## src/rtl/assert_macros.svh

```systemverilog
// ---------------------------------------------------------------------------
// Assertion macros used by the top-level RTL file
// ---------------------------------------------------------------------------
`ifndef ASSERT_MACROS_SVH
`define ASSERT_MACROS_SVH

// Condition must hold in the same cycle as the trigger.
`define EBS_ASSERT_SAME(label, clk, rst_n, ante, cons, msg) \
    label: assert property (@(posedge clk) disable iff (!rst_n) (ante) |-> (cons)) \
        else $error(msg);

// Condition must hold in the cycle after the trigger.
`define EBS_ASSERT_NEXT(label, clk, rst_n, ante, cons, msg) \
    label: assert property (@(posedge clk) disable iff (!rst_n) (ante) |=> (cons)) \
        else $error(msg);

`endif

```

## src/rtl/ebs_pkg.sv

```systemverilog
// ---------------------------------------------------------------------------
// ebs_pkg
// Types and constants of the eyelid blink scheduler.
// ---------------------------------------------------------------------------
`default_nettype none

package ebs_pkg;

    // register indexes on the configuration port
    localparam logic [2:0] REG_FOLLOW_EYE   = 3'd0;
    localparam logic [2:0] REG_SAC_CHANCE   = 3'd1;
    localparam logic [2:0] REG_BLINK_LEN    = 3'd2;
    localparam logic [2:0] REG_PERIOD_LOW   = 3'd3;
    localparam logic [2:0] REG_PERIOD_HIGH  = 3'd4;
    localparam logic [2:0] REG_BLOCKED      = 3'd5;
    localparam logic [2:0] REG_LID_MIN      = 3'd6;
    localparam logic [2:0] REG_LID_MAX      = 3'd7;

    localparam logic              RST_FOLLOW_EYE  = 1'b1;
    localparam logic [15:0]       RST_SAC_CHANCE  = 16'd32768;
    localparam logic [15:0]       RST_BLINK_LEN   = 16'd150;
    localparam logic [15:0]       RST_PERIOD_LOW  = 16'd2000;
    localparam logic [15:0]       RST_PERIOD_HIGH = 16'd10000;
    localparam logic [15:0]       RST_BLOCKED     = 16'd1000;
    localparam logic signed [11:0] RST_LID_MIN    = -12'sd500;
    localparam logic signed [11:0] RST_LID_MAX    = 12'sd500;

    // closed lids sit ten degrees above the lower limit
    localparam logic signed [12:0] CLOSE_OFFSET = 13'sd100;
    localparam logic signed [12:0] SHUT_MAX     = 13'sd2047;

    typedef struct packed {
        logic                follow_eye;
        logic [15:0]         sac_chance;
        logic [15:0]         blink_len;
        logic [15:0]         period_low;
        logic [15:0]         period_high;
        logic [15:0]         blocked;
        logic signed [11:0]  lid_min;
        logic signed [11:0]  lid_max;
    } cfg_t;

    typedef struct packed {
        logic left_shut;
        logic right_shut;
    } blink_stat_t;

    // wrapping time compare: a is before b
    function automatic logic is_before(input logic [31:0] a, input logic [31:0] b);
        logic [31:0] diff;
        diff = a - b;
        return diff[31];
    endfunction

endpackage

`default_nettype wire

```

## src/rtl/ebs_targets.sv

```systemverilog
// ---------------------------------------------------------------------------
// ebs_targets
// Lid target placement and clamping, plus the closed-lid angle.
// ---------------------------------------------------------------------------
`default_nettype none

module ebs_targets (
    input  wire ebs_pkg::cfg_t       cfg,
    input  wire logic signed [11:0]  eye_tilt,
    input  wire logic [10:0]         open_upper,
    input  wire logic [10:0]         open_lower,
    output logic signed [11:0]       upper,
    output logic signed [11:0]       lower,
    output logic signed [11:0]       shut
);

    logic signed [12:0] base;
    logic signed [12:0] up_raw;
    logic signed [12:0] lo_raw;
    logic signed [12:0] lmin;
    logic signed [12:0] lmax;
    logic signed [12:0] up_c;
    logic signed [12:0] lo_c;
    logic signed [12:0] shut_raw;

    always_comb
    begin
        base   = cfg.follow_eye ? 13'(eye_tilt) : 13'sd0;
        up_raw = base + $signed({2'b00, open_upper});
        lo_raw = base - $signed({2'b00, open_lower});
        lmin   = 13'(cfg.lid_min);
        lmax   = 13'(cfg.lid_max);

        // lower bound first, so the upper bound wins on inverted limits
        up_c = (up_raw < lmin) ? lmin : up_raw;
        if (up_c > lmax)
        begin
            up_c = lmax;
        end
        lo_c = (lo_raw < lmin) ? lmin : lo_raw;
        if (lo_c > lmax)
        begin
            lo_c = lmax;
        end

        shut_raw = lmin + ebs_pkg::CLOSE_OFFSET;
        if (shut_raw > ebs_pkg::SHUT_MAX)
        begin
            shut_raw = ebs_pkg::SHUT_MAX;
        end

        upper = up_c[11:0];
        lower = lo_c[11:0];
        shut  = shut_raw[11:0];
    end

endmodule

`default_nettype wire

```

## src/rtl/ebs_blink.sv

```systemverilog
// ---------------------------------------------------------------------------
// ebs_blink
// Blink state: saccade edge, requests, random and periodic blinks, timeouts.
// ---------------------------------------------------------------------------
`default_nettype none

module ebs_blink (
    input  wire logic                 clk,
    input  wire logic                 rst_n,
    input  wire logic                 step,
    input  wire ebs_pkg::cfg_t        cfg,
    input  wire logic signed [15:0]   request_left,
    input  wire logic signed [15:0]   request_right,
    input  wire logic                 saccade_now,
    input  wire logic [15:0]          chance_draw,
    input  wire logic [16:0]          interval,
    output ebs_pkg::blink_stat_t      stat
);

    logic [31:0] tick_reg;
    logic [31:0] tick_next;
    logic [31:0] end_reg [2];
    logic [31:0] end_next [2];
    logic [1:0]  on_reg;
    logic [1:0]  on_next;
    logic [1:0]  held_reg;
    logic [1:0]  held_next;
    logic [31:0] block_reg;
    logic [31:0] block_next;
    logic [31:0] periodic_reg;
    logic [31:0] periodic_next;
    logic        in_sac_reg;
    logic        in_sac_next;

    logic signed [15:0] rq [2];
    logic [31:0] bu_req;
    logic        open_win;
    logic        sac_go;
    logic        per_go;
    logic [31:0] auto_end;
    logic [1:0]  on_a;

    always_comb
    begin
        rq[0] = request_left;
        rq[1] = request_right;

        tick_next   = tick_reg + 32'd1;
        in_sac_next = saccade_now;
        held_next   = held_reg;
        on_a        = on_reg;
        end_next    = end_reg;

        bu_req   = (rq[0] != 16'sd0 || rq[1] != 16'sd0) ? tick_next : block_reg;
        open_win = !ebs_pkg::is_before(tick_next, bu_req);
        auto_end = tick_next + 32'(cfg.blink_len);

        for (int s = 0; s < 2; s++)
        begin
            if (rq[s][15])
            begin
                held_next[s] = 1'b1;
            end
            else if (rq[s] != 16'sd0)
            begin
                // a request always lands inside an open window
                end_next[s]  = tick_next + 32'($unsigned(rq[s][14:0]));
                on_a[s]      = 1'b1;
                held_next[s] = 1'b0;
            end
        end

        // pending saccade is handled in the same tick it is seen
        sac_go = saccade_now && !in_sac_reg && (chance_draw < cfg.sac_chance) && open_win;
        if (sac_go)
        begin
            on_a        = 2'b11;
            end_next[0] = auto_end;
            end_next[1] = auto_end;
        end

        periodic_next = (on_a != 2'b00) ? tick_next + 32'(interval) : periodic_reg;
        per_go = ebs_pkg::is_before(periodic_next, tick_next) && open_win;
        on_next = on_a;
        if (per_go)
        begin
            on_next     = 2'b11;
            end_next[0] = auto_end;
            end_next[1] = auto_end;
        end

        for (int s = 0; s < 2; s++)
        begin
            if (!ebs_pkg::is_before(tick_next, end_next[s]))
            begin
                on_next[s] = 1'b0;
            end
        end

        block_next = (on_next != 2'b00) ? tick_next + 32'(cfg.blocked) : bu_req;

        stat.left_shut  = on_next[0] | held_next[0];
        stat.right_shut = on_next[1] | held_next[1];
    end

    always_ff @(posedge clk or negedge rst_n)
    begin
        if (!rst_n)
        begin
            tick_reg     <= '0;
            end_reg[0]   <= '0;
            end_reg[1]   <= '0;
            on_reg       <= '0;
            held_reg     <= '0;
            block_reg    <= '0;
            periodic_reg <= '0;
            in_sac_reg   <= 1'b0;
        end
        else if (step)
        begin
            tick_reg     <= tick_next;
            end_reg      <= end_next;
            on_reg       <= on_next;
            held_reg     <= held_next;
            block_reg    <= block_next;
            periodic_reg <= periodic_next;
            in_sac_reg   <= in_sac_next;
        end
    end

endmodule

`default_nettype wire

```

## src/rtl/eyelid_blink_scheduler.sv

```systemverilog
// ---------------------------------------------------------------------------
// eyelid_blink_scheduler
// Per-millisecond lid target and blink scheduling with valid/ready channels.
// ---------------------------------------------------------------------------
//  channel  | handshake                 | beat
//  ---------+---------------------------+----------------------------------
//  config   | cfg_we                    | cfg_index, cfg_data
//  item     | item_valid / item_ready   | tilt, openings, requests, draws
//  result   | result_valid / result_ready | four lid targets, shut flags
//
//  One beat per cycle while the result channel is not stalled. A beat is first
//  held in the input register (the interval multiply lands there) and then
//  moves into the result register, which drives the result handshake.
//  The blink state advances when a beat moves into the result register.
//  Reset clears the valid flags and blink state and loads the register
//  defaults. A stalled result holds the input register; input is still
//  taken while the result register is free or being drained.
// ---------------------------------------------------------------------------
`default_nettype none

`include "assert_macros.svh"

module eyelid_blink_scheduler (
    input  wire logic                clk,
    input  wire logic                rst_n,
    input  wire logic                cfg_we,
    input  wire logic [2:0]          cfg_index,
    input  wire logic [15:0]         cfg_data,
    input  wire logic                item_valid,
    output logic                     item_ready,
    input  wire logic signed [11:0]  eye_tilt,
    input  wire logic [10:0]         open_upper,
    input  wire logic [10:0]         open_lower,
    input  wire logic signed [15:0]  request_left,
    input  wire logic signed [15:0]  request_right,
    input  wire logic                saccade_now,
    input  wire logic [15:0]         chance_draw,
    input  wire logic [15:0]         interval_draw,
    output logic                     result_valid,
    input  wire logic                result_ready,
    output logic signed [11:0]       upper_left,
    output logic signed [11:0]       lower_left,
    output logic signed [11:0]       upper_right,
    output logic signed [11:0]       lower_right,
    output logic                     left_shut,
    output logic                     right_shut
);

    ebs_pkg::cfg_t cfg_reg;

    // input register
    logic               s1_valid_reg;
    logic signed [11:0] s1_tilt_reg;
    logic [10:0]        s1_ou_reg;
    logic [10:0]        s1_ol_reg;
    logic signed [15:0] s1_rql_reg;
    logic signed [15:0] s1_rqr_reg;
    logic               s1_sac_reg;
    logic [15:0]        s1_cdraw_reg;
    logic [16:0]        s1_iv_reg;

    // result register
    logic               res_valid_reg;
    logic signed [11:0] res_ul_reg;
    logic signed [11:0] res_ll_reg;
    logic signed [11:0] res_ur_reg;
    logic signed [11:0] res_lr_reg;
    logic               res_ls_reg;
    logic               res_rs_reg;

    logic               advance;
    logic               accept;
    logic [15:0]        span;
    logic [31:0]        product;
    logic [16:0]        iv_next;
    logic signed [11:0] tgt_upper;
    logic signed [11:0] tgt_lower;
    logic signed [11:0] tgt_shut;
    ebs_pkg::blink_stat_t stat;

    assign advance    = s1_valid_reg && (!res_valid_reg || result_ready);
    assign item_ready = !s1_valid_reg || advance;
    assign accept     = item_valid && item_ready;

    // configuration registers
    always_ff @(posedge clk or negedge rst_n)
    begin
        if (!rst_n)
        begin
            cfg_reg.follow_eye  <= ebs_pkg::RST_FOLLOW_EYE;
            cfg_reg.sac_chance  <= ebs_pkg::RST_SAC_CHANCE;
            cfg_reg.blink_len   <= ebs_pkg::RST_BLINK_LEN;
            cfg_reg.period_low  <= ebs_pkg::RST_PERIOD_LOW;
            cfg_reg.period_high <= ebs_pkg::RST_PERIOD_HIGH;
            cfg_reg.blocked     <= ebs_pkg::RST_BLOCKED;
            cfg_reg.lid_min     <= ebs_pkg::RST_LID_MIN;
            cfg_reg.lid_max     <= ebs_pkg::RST_LID_MAX;
        end
        else if (cfg_we)
        begin
            case (cfg_index)
                ebs_pkg::REG_FOLLOW_EYE:  cfg_reg.follow_eye  <= cfg_data[0];
                ebs_pkg::REG_SAC_CHANCE:  cfg_reg.sac_chance  <= cfg_data;
                ebs_pkg::REG_BLINK_LEN:   cfg_reg.blink_len   <= cfg_data;
                ebs_pkg::REG_PERIOD_LOW:  cfg_reg.period_low  <= cfg_data;
                ebs_pkg::REG_PERIOD_HIGH: cfg_reg.period_high <= cfg_data;
                ebs_pkg::REG_BLOCKED:     cfg_reg.blocked     <= cfg_data;
                ebs_pkg::REG_LID_MIN:     cfg_reg.lid_min     <= $signed(cfg_data[11:0]);
                ebs_pkg::REG_LID_MAX:     cfg_reg.lid_max     <= $signed(cfg_data[11:0]);
                default:                  cfg_reg             <= cfg_reg;
            endcase
        end
    end

    // periodic interval, worked out on the way into the input register
    always_comb
    begin
        span    = cfg_reg.period_high - cfg_reg.period_low;
        product = span * interval_draw;
        if (cfg_reg.period_high > cfg_reg.period_low)
        begin
            iv_next = {1'b0, cfg_reg.period_low} + {1'b0, product[31:16]};
        end
        else
        begin
            iv_next = {1'b0, cfg_reg.period_low};
        end
    end

    always_ff @(posedge clk or negedge rst_n)
    begin
        if (!rst_n)
        begin
            s1_valid_reg <= 1'b0;
        end
        else if (item_ready)
        begin
            s1_valid_reg <= item_valid;
        end
    end

    always_ff @(posedge clk)
    begin
        if (accept)
        begin
            s1_tilt_reg  <= eye_tilt;
            s1_ou_reg    <= open_upper;
            s1_ol_reg    <= open_lower;
            s1_rql_reg   <= request_left;
            s1_rqr_reg   <= request_right;
            s1_sac_reg   <= saccade_now;
            s1_cdraw_reg <= chance_draw;
            s1_iv_reg    <= iv_next;
        end
    end

    ebs_targets u_targets (
        .cfg        (cfg_reg),
        .eye_tilt   (s1_tilt_reg),
        .open_upper (s1_ou_reg),
        .open_lower (s1_ol_reg),
        .upper      (tgt_upper),
        .lower      (tgt_lower),
        .shut       (tgt_shut)
    );

    ebs_blink u_blink (
        .clk           (clk),
        .rst_n         (rst_n),
        .step          (advance),
        .cfg           (cfg_reg),
        .request_left  (s1_rql_reg),
        .request_right (s1_rqr_reg),
        .saccade_now   (s1_sac_reg),
        .chance_draw   (s1_cdraw_reg),
        .interval      (s1_iv_reg),
        .stat          (stat)
    );

    always_ff @(posedge clk or negedge rst_n)
    begin
        if (!rst_n)
        begin
            res_valid_reg <= 1'b0;
        end
        else if (advance)
        begin
            res_valid_reg <= 1'b1;
        end
        else if (result_ready)
        begin
            res_valid_reg <= 1'b0;
        end
    end

    always_ff @(posedge clk)
    begin
        if (advance)
        begin
            res_ul_reg <= stat.left_shut  ? tgt_shut : tgt_upper;
            res_ll_reg <= stat.left_shut  ? tgt_shut : tgt_lower;
            res_ur_reg <= stat.right_shut ? tgt_shut : tgt_upper;
            res_lr_reg <= stat.right_shut ? tgt_shut : tgt_lower;
            res_ls_reg <= stat.left_shut;
            res_rs_reg <= stat.right_shut;
        end
    end

    assign result_valid = res_valid_reg;
    assign upper_left   = res_ul_reg;
    assign lower_left   = res_ll_reg;
    assign upper_right  = res_ur_reg;
    assign lower_right  = res_lr_reg;
    assign left_shut    = res_ls_reg;
    assign right_shut   = res_rs_reg;

    // closed side drives both lids to the same angle
    `EBS_ASSERT_SAME(a_left_closed_pair, clk, rst_n, result_valid && left_shut, upper_left == lower_left, "left lids differ while shut")
    `EBS_ASSERT_SAME(a_right_closed_pair, clk, rst_n, result_valid && right_shut, upper_right == lower_right, "right lids differ while shut")
    // an accepted beat must be held in the input register next cycle
    `EBS_ASSERT_NEXT(a_accept_loads, clk, rst_n, accept, s1_valid_reg, "accepted beat lost")
    // a moved beat always produces a result
    `EBS_ASSERT_NEXT(a_advance_result, clk, rst_n, advance, res_valid_reg, "advanced beat not shown")

endmodule

`default_nettype wire
```

## config.mk

```make
export PLATFORM = sky130hd
export DESIGN_NAME = eyelid_blink_scheduler
export DESIGN_NICKNAME = d
export VERILOG_FILES = /design/src/rtl/ebs_pkg.sv /design/src/rtl/ebs_targets.sv /design/src/rtl/ebs_blink.sv /design/src/rtl/eyelid_blink_scheduler.sv
export VERILOG_INCLUDE_DIRS = /design/src /design/src/rtl
export SDC_FILE = /design/constraint.sdc
export NUM_CORES = 2
export LEC_CHECK = 0
export BUFFER_PORTS_ARGS = -buffer_cell sky130_fd_sc_hd__buf_2
export CAP_MARGIN = 10
export CORE_MARGIN = 4
export CORE_UTILIZATION = 60
export DETAILED_ROUTE_END_ITERATION = 10
export PLACE_DENSITY = 0.82
export SKIP_LAST_GASP = 1
export SLEW_MARGIN = 0
export SYNTH_ARGS = -nofsm -noshare
export SYNTH_HDL_FRONTEND = slang
export SYNTH_SLANG_ARGS = --single-unit
```

## constraint.sdc

```tcl
create_clock -name clk -period 29.3 [get_ports clk]
set_input_delay 2.93 -clock clk [delete_from_list [all_inputs] [get_ports clk]]
set_output_delay 2.93 -clock clk [all_outputs]
set_load 0.1 [all_outputs]
```

==> impl_results.md <==
- Setup crit end kind: flip-flop
- Detailed Route WL: 105,000 µm
- Number of enable flip-flop cells after synthesis: 150
- CTS tree: built
- Num CTS Buffers: 44
- DIE HEIGHT: 260 µm
- Post-DP Area: 40,100 µm²
- # DRC: 0
- Worst min-delay path category: reg2reg
- Net count after synthesis: 4,851
- RSZ-0062 raised after global routing: no
- Worst slew pin tran: 1.22 ns
- Synth Area in XOR/XNOR: 0.0575
- Compound-Gate Fraction of Synth Area: 0.135
- Number of flip-flops in the largest register: 105
- Port Buf Inserts: 174
- CP Launch Type: flip-flop
- Top cell by count, worst path: ha_1
- Top-level port count: 175
- CP Class: reg2reg
- Seq/Total Area, Yosys: 0.297
- WP data required: 29.77 ns
- CP Data Arrival Time: 14.71 ns
- Vias in the first global route: 31,400
- Syn Std Cell Area: 38,200 µm²
- Synth Area in Simple Gates: 0.149
- First-pass GRT wire length: 168,000 µm
- Die W: 260 µm
- GRT Total Usage: 0.310
- GRT overflow: 0
- Pin count of the biggest net entering global routing: 184
- Max Clock Skew: 0.0203 ns
- Yosys warns: 0
- Sum Neg Setup Slack: 0 ns
- Starting Density: 0.606
- Post-CTS Setup Inserts: 0
- Most used flip-flop cell after synthesis: dfrtp_1
- Final Cell Area: 41,600 µm²
- Hpwl dp: 78,000 µm
- Crit-path slowest cell: o21a_2
- Post-cts resize count: 0
- Syn_area_per_cell: 9.29 µm²
- Distinct cells, synth: 104
- GPL Wtd Cong: 0.967
- Status: complete, no violations
- Vias: 31,100
- Largest family of logic cells by synthesized area: adder cells
- Slew Limit Headroom: 0.180
- Core footprint: 63,100 µm²
- Initial antenna violation count: 6
- Fin. Hold Viols: 0
- Drt pass-1 iters: 7
- Worst-path fanout max: 51
- Via density: 6.05
- Clk_lat worst skew: 0.59 ns
- Syn Inst Count: 4,116
- Post-synthesis mux area share: 0.0657
- CTS H-tree depth: 2
- Hold buffer count at cts: 0
- Hold WS: 0.477 ns
- Clock-pin slew on the worst setup and hold paths: 0.06 ns
- Ys async rst share: 0.645
- Fin crit share: 0.486
- Share of cells above drive strength 1: 0.132
- Crit-path max cell delay: 0.91 ns
- Die area: 67,800 µm²
- CTS sink cnt: 422
- Max-cap violation count: 0
- DR WL/cell: 20.4 µm
- Initial drt markers: 2,777
- Post-synthesis adder-cell area fraction: 0.241
- #FFs+latches synth: 422
- Pins Over Slew Limit: 0
- Fmax achieved: 70.2 MHz
- CTS Buffer Depth: 3
- Number of routed nets with antenna violations: 0
- Fin crit period: 14.25 ns
- Final net count: 4,988
- Clock root cell: clkbuf_16
- Row count: 92
- Layout area overhead: 8.79%
- # setup viols final: 0
## final cells by class
type | count | area [µm²]
Fill cell | 5001 | 21500
Inverter | 405 | 1520
Clock inverter | 21 | 262
Antenna cell | 4 | 10.0
Timing Repair Buffer | 230 | 1310
Tap cell | 846 | 1060
Sequential cell | 422 | 11400
Multi-Input combinational cell | 3150 | 24800
Clock buffer | 60 | 1220
## cell usage after synthesis, types with 61 or more instances
library cell / n / area, µm²
xor2_1: 65 / 569
fa_1: 202 / 4040
mux2_2: 158 / 1780
edfxtp_1: 150 / 4500
ha_1: 410 / 5130
o21ai_0: 279 / 1400
nor3_1: 61 / 305
a21o_1: 82 / 616
xnor2_1: 175 / 1530
clkbuf_1: 112 / 420
a21oi_1: 221 / 1110
inv_1: 397 / 1490
nand2_1: 540 / 2030
nor2_1: 254 / 953
and2_1: 102 / 638
mux2i_1: 64 / 641
dfrtp_1: 238 / 5960
## stage by stage
| step | util | std cells | setup slack [ns] |
|---|---|---|---|
| finish | 0.659 | 5138 | 15.05 |
| global route | 0.659 | 5138 | 14.36 |
| floorplan | - | 4116 | 17.48 |
| detailed placement | 0.635 | 5053 | 15.43 |
| global placement | 0.635 | 5053 | 15.84 |
| CTS | 0.659 | 5134 | 15.35 |
## layer usage
layer / vias up / GRT usage / wire length, µm
met1: 15100 / 0.407 / 42300
li1: 14400 / - / -
met5: - / 0 / 12
met2: 1302 / 0.510 / 49200
met4: 2 / 0.143 / 5330
met3: 334 / 0.0479 / 7740
## critical path, delay by kind of cell (launching register included)
kind	cells	cell delay [ns]
AO/OA/AOI/OAI	23	6.27
XOR/XNOR	1	0.67
adder cells (fa/ha/maj)	4	1.32
buffers and inverters	3	1.42
flip-flops	1	0.55
multiplexers	4	1.24
AND/OR/NAND/NOR	12	2.60
## cell usage in the layout (no fill, tap or decap), types with 31 or more instances in the layout
master	netlist	final
nand2_1	540	539
ha_1	410	410
inv_1	397	397
o21ai_0	279	278
nor2_1	254	251
dfrtp_1	238	238
a21oi_1	221	221
fa_1	202	202
xnor2_1	175	174
buf_2	4	173
mux2_2	158	158
edfxtp_1	150	150
and2_1	102	101
a21o_1	82	82
mux2i_1	64	64
xor2_1	65	61
nor3_1	61	60
buf_4	4	55
o21bai_1	52	52
nand3_1	48	48
nor2b_1	45	45
clkbuf_16	0	44
nand4_1	41	41
dfstp_2	34	34
nand2b_1	31	31
## kinds of logic after synthesis
| family | Yosys count |
|---|---|
| flip-flops | 422 |
| AO/OA/AOI/OAI | 835 |
| AND/OR/NAND/NOR | 1228 |
| XOR/XNOR | 244 |
| multiplexers | 229 |
| adder cells (fa/ha/maj) | 614 |
| buffers and inverters | 544 |
## worst paths after layout
path,cells after the start,slack (ns),start,endpoint
min in group asynchronous,1,2.34,rst_n,u_blink.end_reg[54]
hold reg to reg,2,0.48,s1_sac_reg,u_blink.in_sac_reg
max in group asynchronous,2,25.41,rst_n,cfg_reg[99]
setup reg to reg,47,15.05,u_blink.tick_reg[0],u_blink.block_reg[6]
setup / recovery,47,15.05,u_blink.tick_reg[0],u_blink.block_reg[6]
hold / removal,2,0.48,s1_sac_reg,u_blink.in_sac_reg
Power is not shown: default switching activity piles up to over one toggle a cycle in this logic, so the estimate is an artifact.
